===== src/rtl/core/hsa_div.sv =====
// Pipelined restoring divider, one quotient bit per stage, with sideband.
// No dependencies.
`default_nettype none

module hsa_div #(
    parameter int NUM_W  = 24,
    parameter int DEN_W  = 8,
    parameter int Q_W    = 17,
    parameter int SIDE_W = 1
) (
    input  wire logic              aclk,
    input  wire logic              aresetn,
    input  wire logic              ce,
    input  wire logic              in_valid,
    input  wire logic [NUM_W-1:0]  num,
    input  wire logic [DEN_W-1:0]  den,
    input  wire logic [SIDE_W-1:0] side,
    output logic                   out_valid,
    output logic [Q_W-1:0]         quot,
    output logic [SIDE_W-1:0]      side_out
);

    logic [DEN_W-1:0]  rem_reg  [NUM_W];
    logic [NUM_W-1:0]  w_reg    [NUM_W];
    logic [DEN_W-1:0]  den_reg  [NUM_W];
    logic [SIDE_W-1:0] side_reg [NUM_W];
    logic              vld_reg  [NUM_W];

    for (genvar k = 0; k < NUM_W; k++) begin : g_step
        logic [DEN_W-1:0]  rem_in;
        logic [NUM_W-1:0]  w_in;
        logic [DEN_W-1:0]  den_in;
        logic [SIDE_W-1:0] side_in;
        logic              vld_in;
        logic [DEN_W:0]    trial;
        logic [DEN_W:0]    diff;
        logic              ge;

        if (k == 0) begin : g_first
            assign rem_in  = '0;
            assign w_in    = num;
            assign den_in  = den;
            assign side_in = side;
            assign vld_in  = in_valid;
        end else begin : g_next
            assign rem_in  = rem_reg[k-1];
            assign w_in    = w_reg[k-1];
            assign den_in  = den_reg[k-1];
            assign side_in = side_reg[k-1];
            assign vld_in  = vld_reg[k-1];
        end

        assign trial = {rem_in, w_in[NUM_W-1]};
        assign ge    = trial >= {1'b0, den_in};
        assign diff  = trial - {1'b0, den_in};

        always_ff @(posedge aclk) begin
            if (!aresetn) begin
                vld_reg[k] <= 1'b0;
            end else if (ce) begin
                vld_reg[k]  <= vld_in;
                rem_reg[k]  <= ge ? diff[DEN_W-1:0] : trial[DEN_W-1:0];
                w_reg[k]    <= {w_in[NUM_W-2:0], ge};
                den_reg[k]  <= den_in;
                side_reg[k] <= side_in;
            end
        end
    end

    assign out_valid = vld_reg[NUM_W-1];
    assign quot      = w_reg[NUM_W-1][Q_W-1:0];
    assign side_out  = side_reg[NUM_W-1];

endmodule

`default_nettype wire


===== config.mk =====
export PLATFORM = sky130hd
export DESIGN_NAME = hsa_div
export DESIGN_NICKNAME = d
export VERILOG_FILES = /design/src/rtl/core/hsa_div.sv
export SDC_FILE = /design/constraint.sdc
export NUM_CORES = 1
export LEC_CHECK = 0
export ABC_CLOCK_PERIOD_IN_PS = 26800
export BUFFER_PORTS_ARGS = -buffer_cell sky130_fd_sc_hd__buf_2
export CAP_MARGIN = 20
export CORE_ASPECT_RATIO = 2
export CORE_MARGIN = 8
export CORE_UTILIZATION = 45
export DETAILED_ROUTE_END_ITERATION = 10
export GPL_ROUTABILITY_DRIVEN = 0
export GPL_TIMING_DRIVEN = 1
export SLEW_MARGIN = 20
export SYNTH_ARGS = -nofsm -noshare
export SYNTH_HDL_FRONTEND = slang
export SYNTH_SLANG_ARGS = --single-unit

===== constraint.sdc =====
create_clock -name aclk -period 26.8 [get_ports aclk]
set_clock_uncertainty 0.2 [all_clocks]
set_input_delay 1.34 -clock aclk [delete_from_list [all_inputs] [get_ports aclk]]
set_output_delay 1.34 -clock aclk [all_outputs]
set_load 0.01 [all_outputs]

==> results of run 1 <==
-- layout make-up --
type                            instances  share of cell area
Timing Repair Buffer                   64             0.00912
Multi-Input combinational cell       1214               0.242
Clock buffer                           88              0.0499
Inverter                              251              0.0234
Clock inverter                         53              0.0144
Sequential cell                       845               0.629
Tap cell                             1043              0.0324
-- critical path, cell delays in order --
cell    delay, ps
buf_2         290
and2_4        810
buf_12        770
buf_4         880
-- cell usage in the layout (no fill, tap or decap), types with 6 or more instances in the layout --
master,synthesis,final
ha_1,186,186
a311o_1,6,6
o21a_1,34,34
clkinv_2,0,14
nand2b_1,39,39
nor2b_1,40,40
and3_1,28,28
mux2i_1,52,52
a21boi_0,17,17
xor2_1,21,21
a21o_1,48,48
buf_4,0,7
o211ai_1,17,17
or4b_2,8,8
bufinv_16,0,11
or3_1,11,11
a21oi_1,106,106
buf_2,5,55
or4_1,13,13
o31a_1,22,22
inv_1,250,250
clkinv_1,0,15
o21ai_0,88,88
clkbuf_16,0,79
nand3_1,37,37
nand2_1,65,65
and2_1,9,8
fa_1,22,22
xnor2_1,51,51
mux2_2,98,98
a211oi_1,20,20
nor3_1,21,21
clkbuf_1,12,9
edfxtp_1,844,844
nor4_1,9,9
o31ai_1,7,7
nor2_1,84,84
-- where the power goes --
group | internal, W | switching (W)
sequential | 0.00154 | 0.0000271
clock | 0.000649 | 0.000477
combinational | 0.000128 | 0.000156
total | 0.00232 | 0.000660
-- metrics by stage --
stage	std cells	hold slack, ps
finish	3558	206
global route	3558	214
CTS	3558	204
detailed placement	3417	205
global placement	3417	200
floorplan	2327	200
-- cells by family (layout without fill, tap and decap cells) --
| group | after synthesis | after routing | share of synthesized area |
|---|---|---|---|
| mux | 150 | 150 | 0.0450 |
| xor+xnor | 72 | 72 | 0.0175 |
| flops | 845 | 845 | 0.702 |
| simple gates | 373 | 373 | 0.0543 |
| compound gates | 411 | 411 | 0.0766 |
| buf+inv | 268 | 456 | 0.0280 |
| fa+ha+maj | 208 | 208 | 0.0766 |
-- per-layer routing --
layer / global-route usage / part of all wire
met1: 0.165 / 0.48
met2: 0.193 / 0.46
met3: 0.0194 / 0.032
met4: 0.0559 / 0.030
met5: 0 / 0.00022
-- worst paths after layout --
check | startpoint | endpoint | slack (ps) | cells after the start
max | ce | den_reg[0][25] | 22490 | 4
min | w_reg[1][140] | w_reg[1][165] | 210 | 0
max reg2reg | rem_reg[0][17] | rem_reg[0][28] | 23970 | 6
min reg2reg | w_reg[1][140] | w_reg[1][165] | 210 | 0
==> metrics, run 1 <==
status finished clean; Peak Freq 232 MHz; Synth area leader edfxtp_1; Max-slew headroom 0.308; chip height 417 µm; Design Area, Final 0.0403 mm²; fin crit period 4310 ps; Final WS setup 22,490 ps; die area 0.0902 mm²; Post-CTS Hold Buffers 0; critical path arrival 4380 ps; synthesized flop and latch total 845; crit end category flop; all-layer global routing usage 0.122; post-place instance area 0.0377 mm²; CP required 26,860 ps; fillcell total 6,757; vias in the first global route 18,100; First-pass DRT Iterations 5; clock sinks 845; startpoint types input port; PD cells 73.8 mW/mm²; HPWL after DPL 35,000 µm; IO Pins 56; storage element area 0.0254 mm²; Vias/cell 5.10; grt ovf 0; overall power 0.00298 W; Core Rows 147; layout cells sized above 1 0.123; vias 18,200; mean area per synthesized cell 15.5 µm²; ys async rst share 0; Synth warnings 0; synth top area cells edfxtp_1, ha_1, mux2_2, inv_1, a21oi_1; final core occ 0.505; worst-skew pair later-pin latency 640 ps; Setup TNS 0 ps; Routed Antenna Nets 0; synth unique cells 59; count leader, synth edfxtp_1; Post-route DRC 0; synth cell count leaders edfxtp_1, inv_1, ha_1, a21oi_1, mux2_2; Nets 2,698; critical path class input port to flop; Horiz. Die Dim 216 µm; n_diodes 0; syn_nets 2,572; drt total wl 54,500 µm; Worst VDD drop 0.0640 mV; Area growth syn-to-layout 11.6%; CTS tree yes; H-tree depth 3; Post-synth EDFFs 844; final hold viol count 0; CTS Buf Count 77; post-synth top area share 0.702; CTS max path bufs 3; pre-CTS setup slack 21,810 ps; clk root buf clkbuf_16; sequential-to-total area share from yosys stat 0.702; mapped cell area 0.0361 mm²; initial drt markers 1,115; Starting Density 0.453; CORE AREA 0.0798 mm²; maxcap violations 0; final setup fails 0; multi-input gate area in the final layout 0.00975 mm²; Post-Syn Instances 2,327; largest net degree at the start of global routing 196; routed wire length per instance 15.3 µm; period utilization 0.161; Crit Path Max Fanout 195; Post-synth top flop edfxtp_1; Final Max Slew Viols 0; Hold Path Class flop to flop; Reg clk slew, reported paths 60 ps; first-pass GRT wire length 91,400 µm; Static Leak 15.0 nW; RSZ-0062 raised after global routing false; Tightest Pin Transition 1040 ps; postcts setup bufs 0; initial antenna violation count 1; max FFs per register 429; PortBufs 55; Resize count post-CTS 0
No activity file was read; power rests on OpenSTA's default activity.
==> run 2: changes to the inputs <==
--- a/config.mk
+++ b/config.mk
@@ -5,7 +5,7 @@
 export SDC_FILE = /design/constraint.sdc
 export NUM_CORES = 1
 export LEC_CHECK = 0
-export ABC_CLOCK_PERIOD_IN_PS = 26800
+export ABC_CLOCK_PERIOD_IN_PS = 3700
 export BUFFER_PORTS_ARGS = -buffer_cell sky130_fd_sc_hd__buf_2
 export CAP_MARGIN = 20
 export CORE_ASPECT_RATIO = 2
==> constraint.sdc (replaced) <==
create_clock -name aclk -period 3.7 [get_ports aclk]
set_clock_uncertainty 0.2 [all_clocks]
set_input_delay 0.185 -clock aclk [delete_from_list [all_inputs] [get_ports aclk]]
set_output_delay 0.185 -clock aclk [all_outputs]
set_load 0.01 [all_outputs]
==> run 2 against run 1 <==
Effect of this change: design area grew 2.2%; combinational power rose to 7.5 times the previous value; critical path depth grew 2; setup slack lost 22000 ps; critical path type is now flop to flop; via count increased by 1.8%; largest cell class unchanged; largest power group unchanged.
==> metrics, run 2 (synthesized netlist as in run 1, its figures left out) <==
vias 18,500 (+1.8%); routed wire length per instance 15.4 µm (+0.20%); Design Area, Final 0.0412 mm² (+2.2%); Final Max Slew Viols 0 (unchanged); max FFs per register 429 (unchanged); RSZ-0062 raised after global routing false; worst-skew pair later-pin latency 640 ps (about the same); Routed Antenna Nets 0 (unchanged); Tightest Pin Transition 1080 ps (+46.5 ps); Core Rows 147 (unchanged); Top Metal Used met4; IO Pins 56 (unchanged); layout cells sized above 1 0.123 (+0.000256); Static Leak 15.4 nW (+2.5%); Horiz. Die Dim 216 µm (unchanged); met3 WL 1920 µm (+10%); most common cell after layout, fill and taps aside edfxtp_1; Peak Freq 359 MHz; Reg clk slew, reported paths 60 ps (about the same); crit end category flop; final hold viol count 0 (unchanged); all-layer global routing usage 0.124 (+0.00166); CTS tree yes; Max-slew headroom 0.277 (-0.0310); Starting Density 0.453 (unchanged); clk root buf clkbuf_16; largest net degree at the start of global routing 96 (-51%); Worst VDD drop 0.369 mV (+480%); crit-path leading delay family compound AO/OA/AOI/OAI gates; initial drt markers 1,099 (-1.4%); WHS 75.7 ps (-130 ps); Nets 2,773 (+2.8%); drt total wl 55,800 µm (+2.3%); PD cells 530 mW/mm² (+620%); crit-path cells ha_1, a21o_1, a21oi_2, a31oi_1, a2111oi_4, mux2_2; First-pass DRT Iterations 5 (unchanged); CP max stage cell a2111oi_4; CP required 3890 ps (-22,970 ps); Vias/cell 5.09 (-0.33%); fillcell total 6,693 (-0.95%); final core occ 0.516 (+0.0109); CTS Buf Count 77 (unchanged); fin crit period 2780 ps; met2 routed WL 27,000 µm (+7.5%); Post-route DRC 0 (unchanged); PortBufs 55 (unchanged); maxcap violations 0 (unchanged); postcts setup bufs 0 (unchanged); CORE AREA 0.0798 mm² (unchanged); Area growth syn-to-layout 14.0%; CTS max path bufs 3 (unchanged); Hold Path Class input port to flop; HPWL after DPL 36,700 µm (+4.7%); period utilization 0.752; first-pass GRT wire length 92,500 µm (+1.3%); n_diodes 0 (unchanged); startpoint types flop; die area 0.0902 mm² (unchanged); initial antenna violation count 0 (-1); M1 wire length 25,500 µm (-2.0%); Setup TNS 0 ps (unchanged); vias in the first global route 18,600 (+2.7%); critical path class flop to flop; grt ovf 0 (unchanged); H-tree depth 3 (unchanged); most frequent cells in the layout edfxtp_1, inv_1, ha_1, a21oi_1, mux2_2; Largest stage delay, worst path 620 ps (-260 ps); post-place instance area 0.0379 mm² (+0.48%); chip height 417 µm (unchanged); status finished clean; critical path arrival 2970 ps (-1410 ps); Crit Path Max Fanout 7 (-96%); worst path bufs/invs 0 (-3); clock sinks 845 (unchanged); final setup fails 0 (unchanged)
## run 2: layer usage
layer | GRT usage | up-vias
li1 | - | 9169
met1 | 0.160 | 9009
met2 | 0.205 | 220
met3 | 0.0251 | 88
met4 | 0.0452 | 0
met5 | 0 | -
## run 2: report_power, final
part | internal [W] | leakage (nW) | switching, W
Combinational | 0.000986 | 6.18 | 0.00114
Clock | 0.00488 | 1.29 | 0.00347
Sequential | 0.0111 | 7.95 | 0.000200
## run 2: path summary, 6_finish.rpt
| check | cells past startpoint | from | end | slack [ps] |
|---|---|---|---|---|
| setup / recovery | 6 | rem_reg[0][18] | rem_reg[0][28] | 920 |
| hold reg to reg | 0 | w_reg[1][139] | w_reg[1][164] | 210 |
| hold / removal | 2 | side | side_reg[0][0] | 80 |
| setup reg to reg | 6 | rem_reg[0][18] | rem_reg[0][28] | 920 |
## run 2: layout make-up
cell class                 instances  area [µm²]  share of cell area
sequential                       845       25400               0.616
multi-input combinational       1214        9750               0.237
clock buffer                      89        1990              0.0484
tap                             1043        1310              0.0317
timing repair buffer             139        1160              0.0281
inverter                         251         942              0.0229
clock inverter                    53         678              0.0165
## run 2: through the flow
step	std cells	power, W	setup slack, ps
finish	3634	0.0218	918
global placement	3431	0.0136	944
global route	3634	0.0228	638
floorplan	2327	0.0132	-2920
detailed placement	3431	0.0136	916
CTS	3634	0.0222	886
## run 2: worst reg2reg max path, stage by stage, from the launching register on
cell,delay (ps)
edfxtp_1,400
ha_1,370
a21o_1,210
a21oi_2,170
a31oi_1,140
a2111oi_4,620
mux2_2,410
## run 2: timing repair
action / 4_1_cts / 5_1_grt
hold buffers: 61 / 0
setup endpoints to repair: 0 / 0
gates resized for setup: 0 / 0
endpoints found under the hold margin: 64 / 0
==> run 3: changes to the inputs <==
--- a/config.mk
+++ b/config.mk
@@ -5,7 +5,7 @@
 export SDC_FILE = /design/constraint.sdc
 export NUM_CORES = 1
 export LEC_CHECK = 0
-export ABC_CLOCK_PERIOD_IN_PS = 3700
+export ABC_CLOCK_PERIOD_IN_PS = 2500
 export BUFFER_PORTS_ARGS = -buffer_cell sky130_fd_sc_hd__buf_2
 export CAP_MARGIN = 20
 export CORE_ASPECT_RATIO = 2
==> constraint.sdc (replaced) <==
create_clock -name aclk -period 2.5 [get_ports aclk]
set_clock_uncertainty 0.2 [all_clocks]
set_input_delay 0.125 -clock aclk [delete_from_list [all_inputs] [get_ports aclk]]
set_output_delay 0.125 -clock aclk [all_outputs]
set_load 0.01 [all_outputs]
==> run 3 against run 2 <==
Effect of this change: via count is 3.1% higher; critical path depth is 2 higher; clock-buffer cell count rose by 2; combinational power is 65% higher; die area did not move; flip-flop and latch count stayed put; fmax increased by 14%; non-clock buffer count is 124 higher; worst hold slack better by 16 ps; first-iteration DRC count is 2.4% lower; register-to-register slack worse by 870 ps; largest cell class unchanged; largest power group unchanged.
==> metrics, run 3 (synthesized netlist as in run 1, its figures left out) <==
HPWL after DPL 39,500 µm (+7.8%); startpoint types flop; worst-skew pair later-pin latency 630 ps (about the same); CORE AREA 0.0798 mm² (unchanged); n_diodes 0 (unchanged); period utilization 0.979 (+0.227); routed wire length per instance 15.9 µm (+3.3%); largest net degree at the start of global routing 107 (+11%); fillcell total 6,564 (-1.9%); Peak Freq 409 MHz (+14%); vias in the first global route 19,300 (+3.6%); Hold Crit Depth 2 (unchanged); pre-CTS setup slack -58.7 ps (-975 ps); final setup fails 0 (unchanged); maxcap violations 0 (unchanged); clk root buf clkbuf_16; crit-path cells inv_2, ha_4, a21o_1, a21oi_2, a31oi_2, a2111oi_4, buf_4, mux2_4; max FFs per register 429 (unchanged); initial antenna violation count 0 (unchanged); crit end category flop; post-place instance area 0.0387 mm² (+2.2%); hold_sp den[1]; PortBufs 55 (unchanged); RSZ-0062 raised after global routing true; Worst VDD drop 0.690 mV (+87%); CP max stage cell edfxtp_1; IO Pins 56 (unchanged); fin crit period 2450 ps (-335 ps); drt total wl 59,500 µm (+6.7%); most frequent cells in the layout edfxtp_1, inv_1, ha_1, buf_4, a21oi_1; clock sinks 845 (unchanged); Vias/cell 5.08 (-0.23%); Hold EP den_reg[0][1]; Reg clk slew, reported paths 70 ps (about the same); initial drt markers 1,073 (-2.4%); grt ovf 0 (unchanged); Final WS setup 52.3 ps (-865 ps); overall power 0.0316 W (+45%); crit-path leading delay family compound AO/OA/AOI/OAI gates; worst path bufs/invs 2 (+2); most common cell after layout, fill and taps aside edfxtp_1; Design Area, Final 0.0423 mm² (+2.6%); First-pass DRT Iterations 7 (+2); CTS tree yes; all-layer global routing usage 0.131 (+0.00745); first-pass GRT wire length 97,100 µm (+4.9%); vias 19,100 (+3.1%); CTS Buf Count 77 (unchanged); reg2reg setup slack 50 ps (-870 ps); Post-route DRC 0 (unchanged); layout cells sized above 1 0.177 (+0.0539); Hold Path Class input port to flop; PD cells 747 mW/mm² (+41%); final hold viol count 0 (unchanged); Largest stage delay, worst path 400 ps (-220 ps); Post-Layout Cell Count 3,754 (+3.3%); Nets 2,900 (+4.6%); Horiz. Die Dim 216 µm (unchanged); die area 0.0902 mm² (unchanged); Max-slew headroom 0.633 (+0.356); status finished clean; R2R Path End rem_reg[0][28]; critical path class flop to flop; CTS max path bufs 3 (unchanged); Tightest Pin Transition 550 ps (-534 ps); critical path arrival 2630 ps (-340 ps); chip height 417 µm (unchanged); Routed Antenna Nets 0 (unchanged); Worst Reg-to-Reg Cells 8 (+2); Area growth syn-to-layout 16.9%; Crit Path Max Fanout 4 (-3); final core occ 0.529 (+0.0132); placed cells 3,524 (+2.7%); Core Rows 147 (unchanged); H-tree depth 3 (unchanged); CP required 2690 ps (-1200 ps); start of the worst register-to-register path den_reg[0][19]; Starting Density 0.453 (unchanged); Static Leak 15.9 nW (+3.4%); Final Max Slew Viols 0 (unchanged)
==> run 3: changes by cell type in the layout (fill, tap and decap cells not counted), sizes merged, moves of 2 or more <==
cell / delta
clkinv: -2
bufinv: -11
clkinvlp: +3
clkbuf: +2
dlygate4sd3: +7
buf: +117
a311o: +3
==> run 3: area by class of cell <==
cell class,instances,area [µm²],share of cell area
inverter,251,942,0.0223
clock inverter,44,337,0.00797
timing repair buffer,263,2250,0.0533
tap,1043,1310,0.0309
sequential,845,25400,0.600
multi-input combinational,1217,10000,0.237
clock buffer,91,2040,0.0484
==> run 3: repair_timing <==
action,in CTS,in global routing
setup buffers,0,24
gates resized for setup,6,64
gates cloned,0,3
endpoints found under the hold margin,144,0
pin swaps,3,32
endpoints found under the setup margin,26,112
hold buffers,68,0
==> run 3: power breakdown <==
part | leakage (nW) | internal, W | switching [W]
sequential | 7.95 | 0.0165 | 0.000298
clock | 1.15 | 0.00618 | 0.00508
combinational | 6.85 | 0.00172 | 0.00181
total | 15.9 | 0.0244 | 0.00718
==> run 3: worst register-to-register path, cell delays in order (launching register included) <==
cell and delay (ps):
edfxtp_1 400, inv_2 90, ha_4 200, a21o_1 170, a21oi_2 170, a31oi_2 130
a2111oi_4 320, buf_4 220, mux2_4 310
==> run 3: stage by stage <==
stage                     TNS (ps)  hold slack, ps
after floorplan           -3334690            23.9
after global placement       -51.0             101
after detailed placement      -551             103
after CTS                        0            14.4
after global routing          -116            50.7
final                            0            92.1
==> run 3: worst max path at each step <==
stage                         startpoint              to  slack, ps  cells past startpoint
after floorplan                       ce   den_reg[0][0]      -4060                      2
after global placement    rem_reg[0][34]  rem_reg[0][44]        -20                      6
after detailed placement  rem_reg[2][27]  rem_reg[2][38]        -60                      6
after CTS                 rem_reg[0][26]  rem_reg[0][34]          3                      6
after global routing      den_reg[0][19]  rem_reg[0][28]        -30                      8
final                     den_reg[0][19]  rem_reg[0][28]         50                      8
==> run 3: per-layer routing <==
| metal | vias to the layer above | wire length [µm] | track usage |
|---|---|---|---|
| li1 | 9437 | - | - |
| met1 | 9249 | 26200 | 0.164 |
| met2 | 256 | 29700 | 0.223 |
| met3 | 110 | 1910 | 0.0221 |
| met4 | 0 | 1800 | 0.0561 |
| met5 | - | 0 | 0 |
